$ cat config.mk
export PLATFORM = sky130hd
export DESIGN_NAME = tcp_flow_tracker_retransmit_filter
export DESIGN_NICKNAME = d
export VERILOG_FILES = /design/src/rtl/core/tcpft_pkg.sv /design/src/rtl/core/tcpft_flow_table.sv /design/src/rtl/core/tcp_flow_tracker_retransmit_filter.sv
export SDC_FILE = /design/constraint.sdc
export NUM_CORES = 2
export LEC_CHECK = 0
export BUFFER_PORTS_ARGS = -buffer_cell sky130_fd_sc_hd__buf_2
export CORE_AREA = 5 5 630 445
export CTS_CLUSTER_DIAMETER = 100
export CTS_CLUSTER_SIZE = 10
export DETAILED_ROUTE_END_ITERATION = 8
export DIE_AREA = 0 0 635 450
export PLACE_DENSITY = 0.45
export SLEW_MARGIN = 20
export SYNTH_ARGS = -nofsm -noshare
export SYNTH_HDL_FRONTEND = slang
export SYNTH_SLANG_ARGS = --single-unit
export TNS_END_PERCENT = 10
$ cat constraint.sdc
create_clock -name i_clk -period 12.4 [get_ports i_clk]
set_input_delay 1.86 -clock i_clk [delete_from_list [all_inputs] [get_ports i_clk]]
set_output_delay 1.86 -clock i_clk [all_outputs]
set_load 0.05 [all_outputs]
$ cat src/rtl/core/tcpft_pkg.sv
// ----------------------------------------------------------------------------
// tcpft_pkg
// Shared constants and types for the TCP flow tracker / retransmit filter.
// ----------------------------------------------------------------------------
package tcpft_pkg;

    localparam int FLOW_SLOTS = 16;
    localparam int SLOT_W     = (FLOW_SLOTS > 1) ? $clog2(FLOW_SLOTS) : 1;

    localparam logic [3:0] IP_VERSION_4 = 4'd4;
    localparam logic [7:0] PROTO_TCP    = 8'd6;
    localparam logic [31:0] KEY_PROTO   = 32'd6;

    localparam logic [2:0] V_ACCEPT = 3'd0;
    localparam logic [2:0] V_FULL   = 3'd1;
    localparam logic [2:0] V_RETX   = 3'd2;
    localparam logic [2:0] V_HELD   = 3'd3;
    localparam logic [2:0] V_ERROR  = 3'd4;

    typedef logic [SLOT_W-1:0] t_slot;

    typedef struct packed {
        logic  hit;
        logic  seq_eq;
        logic  avail;
        t_slot hit_slot;
        t_slot free_slot;
    } t_lookup;

endpackage

$ cat src/rtl/core/tcpft_flow_table.sv
// ----------------------------------------------------------------------------
// tcpft_flow_table
// Flow table with parallel key compare, lowest free slot search and update.
// ----------------------------------------------------------------------------
module tcpft_flow_table (
    input  logic                i_clk,
    input  logic                i_rst_n,
    input  logic [31:0]         i_key,
    input  logic [31:0]         i_seq,
    input  logic                i_commit,
    output tcpft_pkg::t_lookup  o_lookup
);
    import tcpft_pkg::*;

    logic [31:0]           r_key [FLOW_SLOTS];
    logic [31:0]           r_seq [FLOW_SLOTS];
    logic [FLOW_SLOTS-1:0] r_valid;

    logic [FLOW_SLOTS-1:0] match_vec;
    logic [FLOW_SLOTS-1:0] seqeq_vec;
    logic [FLOW_SLOTS-1:0] wr_new;
    logic [FLOW_SLOTS-1:0] wr_seq;
    t_lookup               lk;

    always_comb begin
        lk = '0;
        for (int i = 0; i < FLOW_SLOTS; i++) begin
            match_vec[i] = r_valid[i] && (r_key[i] == i_key);
            seqeq_vec[i] = (r_seq[i] == i_seq);
        end
        for (int i = 0; i < FLOW_SLOTS; i++) begin
            if (match_vec[i] && !lk.hit) begin
                lk.hit      = 1'b1;
                lk.hit_slot = SLOT_W'(i);
            end
            if (!r_valid[i] && !lk.avail) begin
                lk.avail     = 1'b1;
                lk.free_slot = SLOT_W'(i);
            end
        end
        lk.seq_eq = |(match_vec & seqeq_vec);
        for (int i = 0; i < FLOW_SLOTS; i++) begin
            wr_new[i] = i_commit && !lk.hit && lk.avail && (lk.free_slot == SLOT_W'(i));
            wr_seq[i] = i_commit && lk.hit && !lk.seq_eq && (lk.hit_slot == SLOT_W'(i));
        end
    end

    assign o_lookup = lk;

    always_ff @(posedge i_clk) begin
        if (!i_rst_n) begin
            r_valid <= '0;
        end else begin
            r_valid <= r_valid | wr_new;
        end
    end

    always_ff @(posedge i_clk) begin
        for (int i = 0; i < FLOW_SLOTS; i++) begin
            if (wr_new[i]) begin
                r_key[i] <= i_key;
            end
            if (wr_new[i] || wr_seq[i]) begin
                r_seq[i] <= i_seq;
            end
        end
    end

    a_one_write: assert property (@(posedge i_clk) disable iff (!i_rst_n)
        $onehot0(wr_new | wr_seq)) else $error("more than one slot written");

    a_new_is_free: assert property (@(posedge i_clk) disable iff (!i_rst_n)
        |wr_new |=> $countones(r_valid) == $countones($past(r_valid)) + 1)
        else $error("new flow did not take a free slot");

    a_valid_sticky: assert property (@(posedge i_clk) disable iff (!i_rst_n)
        1'b1 |=> ((r_valid & $past(r_valid)) == $past(r_valid)))
        else $error("flow entry lost");

endmodule

$ cat src/rtl/core/tcp_flow_tracker_retransmit_filter.sv
// ----------------------------------------------------------------------------
// tcp_flow_tracker_retransmit_filter
// Inspects PSH segments on one output device, tracks flows, drops retransmits.
//
//  channel  direction  handshake                 payload
//  in       input      i_in_valid / o_in_stall   packet header fields
//  out      output     o_out_valid / i_out_stall verdict, slot, counters
//  cfg      input      i_cfg_valid / o_cfg_ready device index
//
//  A result moves from the input register into the result register once the
//  output is not stalled.
//  One transfer per cycle sustained while the output is not stalled; flow lookup is combinational, update registered.
//  Reset clears flow valid bits, counters, device index and both valid flags.
//  A stalled result holds the input register; the input stalls only then.
// ----------------------------------------------------------------------------
module tcp_flow_tracker_retransmit_filter (
    input  logic        i_clk,
    input  logic        i_rst_n,
    input  logic        i_cfg_valid,
    output logic        o_cfg_ready,
    input  logic [31:0] i_cfg_data,
    input  logic        i_in_valid,
    output logic        o_in_stall,
    input  logic        i_header_present,
    input  logic [31:0] i_pkt_tag,
    input  logic [31:0] i_out_device,
    input  logic [3:0]  i_ip_version,
    input  logic [7:0]  i_ip_protocol,
    input  logic        i_push_flag,
    input  logic [31:0] i_source_address,
    input  logic [31:0] i_dest_address,
    input  logic [15:0] i_source_port,
    input  logic [15:0] i_dest_port,
    input  logic [31:0] i_sequence_number,
    output logic        o_out_valid,
    input  logic        i_out_stall,
    output logic [31:0] o_result_pkt_tag,
    output logic [2:0]  o_verdict,
    output logic [3:0]  o_flow_slot,
    output logic        o_new_flow,
    output logic [31:0] o_inbound_count,
    output logic [31:0] o_tcp_count,
    output logic [31:0] o_segment_count,
    output logic [31:0] o_retransmit_drops
);
    import tcpft_pkg::*;

    logic [31:0] r_dev_idx;
    logic        r_in_valid;
    logic        r_hdr;
    logic [31:0] r_id;
    logic [31:0] r_dev;
    logic [3:0]  r_ver;
    logic [7:0]  r_proto;
    logic        r_psh;
    logic [31:0] r_sa;
    logic [31:0] r_da;
    logic [15:0] r_sp;
    logic [15:0] r_dp;
    logic [31:0] r_seq;

    logic [31:0] r_inb, r_tcp, r_segc, r_retx;
    logic [31:0] n_inb, n_tcp, n_segc, n_retx;

    logic        r_out_valid;
    logic [31:0] r_out_id;
    logic [2:0]  r_out_verdict;
    logic [3:0]  r_out_slot;
    logic        r_out_new;
    logic [31:0] r_out_inb, r_out_tcp, r_out_segc, r_out_retx;

    logic [2:0]  n_verdict;
    logic [31:0] n_id;
    logic [3:0]  n_slot;
    logic        n_new;
    logic        advance;
    logic        in_accept;
    logic        dev_ok, tcp_ok, seg;
    logic [31:0] key;
    t_lookup     lookup;
    t_slot       slot_sel;
    logic [SLOT_W+3:0] slot_ext;

    assign o_cfg_ready = 1'b1;
    assign advance    = r_in_valid && (!r_out_valid || !i_out_stall);
    assign o_in_stall = r_in_valid && !advance;
    assign in_accept  = i_in_valid && !o_in_stall;

    assign key = r_sa ^ r_da ^ {16'd0, r_sp} ^ {16'd0, r_dp} ^ KEY_PROTO;

    tcpft_flow_table u_table (
        .i_clk    (i_clk),
        .i_rst_n  (i_rst_n),
        .i_key    (key),
        .i_seq    (r_seq),
        .i_commit (advance && seg),
        .o_lookup (lookup)
    );

    always_comb begin
        dev_ok = r_hdr && (r_dev == r_dev_idx);
        tcp_ok = dev_ok && (r_ver == IP_VERSION_4) && (r_proto == PROTO_TCP);
        seg    = tcp_ok && r_psh;
        n_inb  = r_inb + {31'd0, dev_ok};
        n_tcp  = r_tcp + {31'd0, tcp_ok};
        n_segc = r_segc + {31'd0, seg};
        n_retx = r_retx + {31'd0, seg && lookup.hit && lookup.seq_eq};
        n_id   = r_hdr ? r_id : 32'd0;
        n_new  = 1'b0;
        slot_sel = '0;
        if (!r_hdr) begin
            n_verdict = V_ERROR;
        end else if (!seg) begin
            n_verdict = V_ACCEPT;
        end else if (!lookup.hit) begin
            if (lookup.avail) begin
                n_verdict = V_HELD;
                n_new     = 1'b1;
                slot_sel  = lookup.free_slot;
            end else begin
                n_verdict = V_FULL;
            end
        end else begin
            n_verdict = lookup.seq_eq ? V_RETX : V_HELD;
            slot_sel  = lookup.hit_slot;
        end
        slot_ext = {4'd0, slot_sel};
        n_slot   = slot_ext[3:0];
    end

    always_ff @(posedge i_clk) begin
        if (!i_rst_n) begin
            r_dev_idx   <= '0;
            r_in_valid  <= 1'b0;
            r_out_valid <= 1'b0;
            r_inb       <= '0;
            r_tcp       <= '0;
            r_segc      <= '0;
            r_retx      <= '0;
        end else begin
            if (i_cfg_valid && o_cfg_ready) begin
                r_dev_idx <= i_cfg_data;
            end
            if (in_accept) begin
                r_in_valid <= 1'b1;
            end else if (advance) begin
                r_in_valid <= 1'b0;
            end
            if (advance) begin
                r_out_valid <= 1'b1;
                r_inb       <= n_inb;
                r_tcp       <= n_tcp;
                r_segc      <= n_segc;
                r_retx      <= n_retx;
            end else if (!i_out_stall) begin
                r_out_valid <= 1'b0;
            end
        end
    end

    always_ff @(posedge i_clk) begin
        if (in_accept) begin
            r_hdr   <= i_header_present;
            r_id    <= i_pkt_tag;
            r_dev   <= i_out_device;
            r_ver   <= i_ip_version;
            r_proto <= i_ip_protocol;
            r_psh   <= i_push_flag;
            r_sa    <= i_source_address;
            r_da    <= i_dest_address;
            r_sp    <= i_source_port;
            r_dp    <= i_dest_port;
            r_seq   <= i_sequence_number;
        end
        if (advance) begin
            r_out_id      <= n_id;
            r_out_verdict <= n_verdict;
            r_out_slot    <= n_slot;
            r_out_new     <= n_new;
            r_out_inb     <= n_inb;
            r_out_tcp     <= n_tcp;
            r_out_segc    <= n_segc;
            r_out_retx    <= n_retx;
        end
    end

    assign o_out_valid        = r_out_valid;
    assign o_result_pkt_tag   = r_out_id;
    assign o_verdict          = r_out_verdict;
    assign o_flow_slot        = r_out_slot;
    assign o_new_flow         = r_out_new;
    assign o_inbound_count    = r_out_inb;
    assign o_tcp_count        = r_out_tcp;
    assign o_segment_count    = r_out_segc;
    assign o_retransmit_drops = r_out_retx;

    a_retx_count: assert property (@(posedge i_clk) disable iff (!i_rst_n)
        advance && (n_verdict == V_RETX) |=> r_retx == $past(r_retx) + 32'd1)
        else $error("retransmit drop not counted");

    a_new_held: assert property (@(posedge i_clk) disable iff (!i_rst_n)
        o_out_valid && o_new_flow |-> o_verdict == V_HELD)
        else $error("new flow without held verdict");

    a_stall_only_full: assert property (@(posedge i_clk) disable iff (!i_rst_n)
        o_in_stall |-> r_in_valid && r_out_valid && i_out_stall)
        else $error("input stalled without output backpressure");

    a_error_quiet: assert property (@(posedge i_clk) disable iff (!i_rst_n)
        advance && !r_hdr |=> r_segc == $past(r_segc) && r_inb == $past(r_inb))
        else $error("counters moved on header error");

endmodule
Word-level counts from Yosys, hierarchy flattened
Memories as Yosys holds them, arrays and structs flattened.
Cells that the tools add are included.
{ "word_totals": {"register_bits": 552, "ramBits": 1024, "latchBits": 0, "word_cells": 530, "output_inout_bits": 171, "n_memories": 2, "rom_bits": 0} }
{ "classes": {"addsub": 4, "n_mul": 0, "bitwise": 8, "eq_ne": 66, "mux": 227, "div_mod_pow": 0, "order_cmp": 0, "shifts": 0, "reduce_logical": 195} }
{ "mem_list": {"columns": ["name", "words", "width", "read_ports", "rd_ports_with_merged_regs", "write_ports", "line", "rtl"], "rows": [
  ["u_table.r_key", 16, 32, 16, 0, 1, "tcpft_flow_table.sv:15", "logic [31:0] r_key [FLOW_SLOTS];"],
  ["u_table.r_seq", 16, 32, 16, 0, 1, "tcpft_flow_table.sv:16", "logic [31:0] r_seq [FLOW_SLOTS];"]
]} }
{ "ops": {"columns": ["cell", "n"], "rows": [
  ["$eq A32 B32 Y1", 33],
  ["$mux W32", 30],
  ["$reduce_or A32 Y1", 30],
  ["$mux W4", 54],
  ["$mux W1", 134],
  ["$add A32 B1 Y32", 4],
  ["$logic_and A1 B1 Y1", 92],
  ["$eq A4 B4 Y1 const B", 16],
  ["$xor A32 B16 Y32", 2],
  ["$logic_not A1 Y1", 50],
  ["$eq A4 B3 Y1 const B", 9],
  ["$xor A32 B32 Y32", 1],
  ["$mux W3", 6],
  ["$logic_or A1 B1 Y1", 17],
  ["$and A16 B16 Y16", 1],
  ["$eq A4 B2 Y1 const B", 4],
  ["$or A16 B16 Y16", 1],
  ["$reduce_or A16 Y1", 1],
  ["$eq A4 B1 Y1 const B", 2],
  ["$eq A8 B3 Y1 const B", 1],
  ["$logic_not A4 Y1", 2],
  ["$mux W2", 3],
  ["$reduce_or A3 Y1", 1],
  ["$ne A2 B1 Y1 const B", 1],
  ["4 further kinds", 5]
]} }

Longest topological paths before layout
{ "depth": {"word_depth": 75, "ltp_mapped": 22, "ltp_nobuf": 21} }

Cells and area by module
From an unflattened synthesis, not the netlist that was laid out.
{ "unflattened": {"cells_unflattened": 4394, "hier_area_um2": 65741.8} }
{ "modules_own_cells": {"columns": ["module", "cells_each", "seq_area_each_um2", "area_each_um2", "instances"], "rows": [
  ["tcpft_flow_table", 2739, 31069.8, 44348.8, 1],
  ["tcp_flow_tracker_retransmit_filter", 1655, 14473.9, 21393.0, 1]
]} }

Least setup slack after synthesis
No wires, ideal clock.
{ "synth_path": {"path_kind": "input -> register", "startpoint": "input port i_out_stall", "endpoint": "register r_da[0], enable pin", "arrival_ns": 11.280, "setup_slack_ns": 0.325, "path_buffers": 0, "stages": 2, "path_cell_list": "and3_1 > nor2b_1"} }
{ "synth_between": {"elab_chain_cells": 7} }
{ "synth_rtl": {"columns": ["item", "line", "rtl"], "rows": [
  ["start, declared", "tcp_flow_tracker_retransmit_filter.sv:36", "input logic i_out_stall,"],
  ["$logic_not A1 Y1", null, null],
  ["$logic_or A1 B1 Y1", "tcp_flow_tracker_retransmit_filter.sv:85", "assign advance = r_in_valid && (!r_out_valid || !i_out_stall);"],
  ["$logic_and A1 B1 Y1", "tcp_flow_tracker_retransmit_filter.sv:85", null],
  ["$logic_not A1 Y1", "tcp_flow_tracker_retransmit_filter.sv:86", "assign o_in_stall = r_in_valid && !advance;"],
  ["$logic_and A1 B1 Y1", "tcp_flow_tracker_retransmit_filter.sv:86", null],
  ["$logic_not A1 Y1", "tcp_flow_tracker_retransmit_filter.sv:87", "assign in_accept = i_in_valid && !o_in_stall;"],
  ["$logic_and A1 B1 Y1", "tcp_flow_tracker_retransmit_filter.sv:87", null],
  ["via in_accept", "tcp_flow_tracker_retransmit_filter.sv:77", "logic in_accept;"],
  ["end signal, assigned", "tcp_flow_tracker_retransmit_filter.sv:170", "r_da <= i_dest_address;"],
  ["end, declared", "tcp_flow_tracker_retransmit_filter.sv:57", "logic [31:0] r_da;"]
]} }
The timed path passes the listed nets, and every way through them passes these cells.
A chain may end at the register's enable or synchronous reset.

Worst setup path after layout
{ "layout_path": {"startpoint": "register r_sp[4]", "endpoint": "register r_retx[30]"} }
{ "layout_between": {"elab_chain_cells": 53, "elab_cells_between_ends": 85, "classes_between": "add/sub (1); eq/ne (16); mux (16); bitwise (3); reduce/logical (49)"} }
{ "layout_rtl": {"columns": ["item", "line", "rtl"], "rows": [
  ["start, declared", "tcp_flow_tracker_retransmit_filter.sv:58", "logic [15:0] r_sp;"],
  ["start signal, assigned", "tcp_flow_tracker_retransmit_filter.sv:171", "r_sp <= i_source_port;"],
  ["$xor A32 B16 Y32 (*) (2 in a row)", "tcp_flow_tracker_retransmit_filter.sv:89", "assign key = r_sa ^ r_da ^ {16'd0, r_sp} ^ {16'd0, r_dp} ^ KEY_PROTO;"],
  ["$eq A32 B32 Y1", "tcpft_flow_table.sv:28", "match_vec[i] = r_valid[i] && (r_key[i] == i_key);"],
  ["$logic_and A1 B1 Y1", "tcpft_flow_table.sv:28", null],
  ["$mux W1", "tcpft_flow_table.sv:32", "if (match_vec[i] && !lk.hit) begin"],
  ["$logic_not A1 Y1", "tcpft_flow_table.sv:32", null],
  ["$logic_and A1 B1 Y1", "tcpft_flow_table.sv:32", null],
  ["$mux W1", "tcpft_flow_table.sv:32", null],
  ["$logic_not A1 Y1", "tcpft_flow_table.sv:32", null],
  ["(+36 left out)", null, null],
  ["$logic_and A1 B1 Y1", "tcpft_flow_table.sv:32", null],
  ["$mux W1", "tcpft_flow_table.sv:32", null],
  ["$logic_not A1 Y1", "tcpft_flow_table.sv:32", null],
  ["$logic_and A1 B1 Y1", "tcpft_flow_table.sv:32", null],
  ["$mux W1", "tcpft_flow_table.sv:32", null],
  ["$logic_and A1 B1 Y1", "tcp_flow_tracker_retransmit_filter.sv:107", "n_retx = r_retx + {31'd0, seg && lookup.hit && lookup.seq_eq};"],
  ["$logic_and A1 B1 Y1 (*)", "tcp_flow_tracker_retransmit_filter.sv:107", null],
  ["$add A32 B1 Y32 (*)", "tcp_flow_tracker_retransmit_filter.sv:107", null],
  ["end signal, assigned", "tcp_flow_tracker_retransmit_filter.sv:154", "r_retx <= n_retx;"],
  ["end, declared", "tcp_flow_tracker_retransmit_filter.sv:62", "logic [31:0] r_inb, r_tcp, r_segc, r_retx;"]
]} }
Mark *: on every way between the ends. The rest lies on a longest branch, timed or not.

==> impl_metrics.csv <==
group,metric,value,unit
status,status,"complete, no violations",
clocking,post_cts.repair.setup_buffers,0,
critical_path,critical_path_depth,21,
timing,worstMarginPinSlew,1.36,ns
critical_path,start_kind,"register",
timing,max_freq,139,MHz
logic_synthesis,syn_area_per_cell,15.9,um^2
job,max_cap_violations,0,
min_path,min_path_cells,2,
global_route,grt_pass1_vias,36300,
min_path,holdPathEnd,"r_tcp[0]",
logic_synthesis,synthCells,4282,
clocking,root_buffer,"clkbuf_16",
power_and_ir_drop,p_sw,2.97,mW
critical_path,critPathArrivalTime,7.84,ns
place,io_buffers,412,
timing,rsz0062_at_grt,"false",
critical_path,critPathTopFamily,"simple AND/OR/NAND/NOR gates",
critical_path,crit_fanout,15,
logic_synthesis,synth-seq-area-share,66.8,%
detailed_routing,dr.pass1.iters,5,
power_and_ir_drop,switching_share,24.7,%
detailed_routing,vias,36500,
logic_synthesis,yosysUniqueCellTypes,68,
place,dpl.cell_count,8310,
logic_synthesis,synth-seq-cells,1576,
place,place_hpwl,124000,um
logic_synthesis,synthesis.area,68100,um^2
place,dp_slack,4.73,ns
power_and_ir_drop,p_int,9.06,mW
clocking,cts_num_sinks,1576,
die,die_h,450,um
clocking,insertion_delay,0.85,ns
timing,period_needed,7.17,ns
logic_synthesis,synth-edff-count,1398,
cells_and_area,final_cells,8587,
critical_path,critical_path_required,13.07,ns
critical_path,timing.rr.end,"r_retx[30]",
logic_synthesis,netlist.area_leader.share,61.6,%
cells_and_area,mostFrequentLayoutCell,"edfxtp_1",
timing,timing_hold_violations_final,0,
min_path,min-delay-path-class,"register to register",
power_and_ir_drop,peakVddDrop,92.7,uV
cells_and_area,stdcell_area,80400,um^2
global_route,grt_overflow_total,0,
critical_path,ff2ff_setup_slack,5.23,ns
critical_path,startpoint,"r_sp[4]",
critical_path,max_stage_delay,1.04,ns
clocking,cts_buffers,186,
timing,slew_headroom,8.27,%
clocking,cts_resized,0,
clocking,cts-hold-fix-buffers,0,
power_and_ir_drop,p_per_area,150,nW/um^2
logic_synthesis,synth_ff_type,"edfxtp_1",
place,globalplace.congestion,0.789,
global_route,grtUsageTotal,13.5,%
timing,finalWorstSetupSlack,5.23,ns
clocking,cts_max_level,4,
power_and_ir_drop,comb_power_share,9.9,%
critical_path,cp_cell_sequence,"xnor2_4 > xnor3_1 > nand4_1 > nor4_1 > nand3_1 > nor3_1 > nor4_1 > and4_1 > nor2_1 > ha_1 > ha_1 > nand3_1 > nor2_1 > nand4_1 > nor2_1 > and3_1 > and2_1 > and3_1 > nand4_1 > xnor2_1 > and2_1",
clocking,cts_tree,"built",
logic_synthesis,synthArstFlopShare,0,%
timing,hold_slack,0.472,ns
detailed_routing,drc,0,
die,rows,161,
critical_path,reg2reg_from,"r_sp[4]",
critical_path,cp-end-kind,"register",
logic_synthesis,synthTopCellsByArea,"edfxtp_1, xor2_1, xnor3_1, dfxtp_1, xnor2_1",
cells_and_area,drive_gt1_share,16.7,%
timing,finalSetupViolCount,0,
logic_synthesis,post-synth-top-area-cell,"edfxtp_1",
power_and_ir_drop,total_power,12.0,mW
timing,slew_viol_final,0,
power_and_ir_drop,leakagePower,28.9,nW
critical_path,rr_worst_depth,21,
detailed_routing,wl,199000,um
place,place_area,75300,um^2
cells_and_area,layout_common_cells,"edfxtp_1, xor2_1, buf_2",
timing,fin_crit_sh,57.8,%
die,die-area,286000,um^2
critical_path,timing.setup.critical_path_class,"register to register",
global_route,grt_pass1_wl,279000,um
cells_and_area,final_nets,5082,
die,ios,414,
cells_and_area,final_util,29.4,%
power_and_ir_drop,seq_power_share,49.5,%
die,start_util,24.9,%
timing,finalClockSkew,0.0854,ns
clocking,path_clk_slew,0.06,ns
min_path,hp-start,"r_tcp[0]",
logic_synthesis,ys.warnings.count,0,
logic_synthesis,syn-num-nets,4533,
detailed_routing,vias_per_cell,4.25,
die,die_x,635,um
global_route,grt_max_degree,147,
clocking,cts.path.max_buffers,4,
detailed_routing,post_drt_wl_per_cell,23.1,um
cells_and_area,area_growth,17.9,%
detailed_routing,initialDrtViolationCount,2757,
power_and_ir_drop,p_clk_share,40.6,%
critical_path,cp.buffers_inverters,0,
timing,setup_tns,0,ns
critical_path,critPathSlowestCell,"nor4_1",
global_route,antenna_found_initial,21,
die,core,274000,um^2
detailed_routing,ant_nets,0,
state kept, by name, summed over array words and instances (netlist names), 16 cells and up:
| register | cells |
|---|---|
| r_retx | 32 |
| r_inb | 32 |
| u_table.r_key | 512 |
| r_segc | 32 |
| o_result_pkt_tag | 32 |
| r_seq | 32 |
| r_tcp | 32 |
| r_dev_idx | 32 |
| u_table.r_seq | 512 |
| r_sp | 16 |
| r_da | 32 |
| r_dev | 32 |
| o_retransmit_drops | 32 |
| o_tcp_count | 32 |
| r_id | 32 |
| u_table.r_valid | 16 |
| o_segment_count | 32 |
| r_dp | 16 |
| r_sa | 32 |
| o_inbound_count | 32 |
worst min-delay path: stages (launching register included):
cell,delay (ns)
dfxtp_1,0.31
nand2_1,0.05
a21boi_0,0.06
power by group through the flow:
| stage | clock, mW | combinational (mW) | sequential, mW |
|---|---|---|---|
| after floorplan | 0 | 0.633 | 6.18 |
| after global placement | 0 | 1.20 | 6.07 |
| after detailed placement | 0 | 1.21 | 6.07 |
| after CTS | 5.08 | 1.21 | 5.96 |
| after global routing | 5.29 | 1.27 | 5.96 |
| final | 4.88 | 1.19 | 5.96 |
worst max path at each step:
| stage | slack (ns) | to |
|---|---|---|
| detailed placement | 4.73 | r_retx[30] |
| global route | 4.64 | r_retx[30] |
| global placement | 4.85 | r_retx[30] |
| finish | 5.23 | r_retx[30] |
| floorplan | 0.32 | r_da[0] |
| CTS | 4.64 | r_retx[30] |
cells by family (layout without fill, tap and decap cells):
kind of cell    after synthesis  in the layout  synth area share, %
buf+inv                     222            852                 1.39
simple gates                984            984                 8.07
other cells                   1              9              0.00550
xor+xnor                   1331           1331                 21.8
fa+ha+maj                     8              8                0.147
mux                          32             32                0.470
compound gates              128            128                 1.32
flops                      1576           1576                 66.8
cells in the mapped netlist, types with 36 or more instances:
master    number
and3_1        42
nor2_1        65
nor2b_1       36
or3_1         39
nand2_1      172
dfxtp_1      178
nor4_1       190
xnor2_1      269
edfxtp_1    1398
xnor3_1      183
nor3_1        45
inv_1         56
nand3_1       89
and2_1       134
nand4_1      134
xor2_1       822
clkbuf_1     111
final cells by class:
class,count,area [um^2]
clock inverter,12,125
timing repair buffer,527,2960
sequential,1576,45500
inverter,56,218
antenna,8,20.0
multi-input combinational,2484,22000
tap,3667,4590
clock buffer,257,4940
fill,27400,193000
routing by layer:
layer	vias to the layer above	share of wire, %	track usage [%]
met5	-	0.047	0
met4	16	2.2	3.13
met3	264	5.4	2.54
met2	934	44	20.4
met1	18600	49	19.9
li1	16700	-	-
No activity file was read; power rests on OpenSTA's default activity.
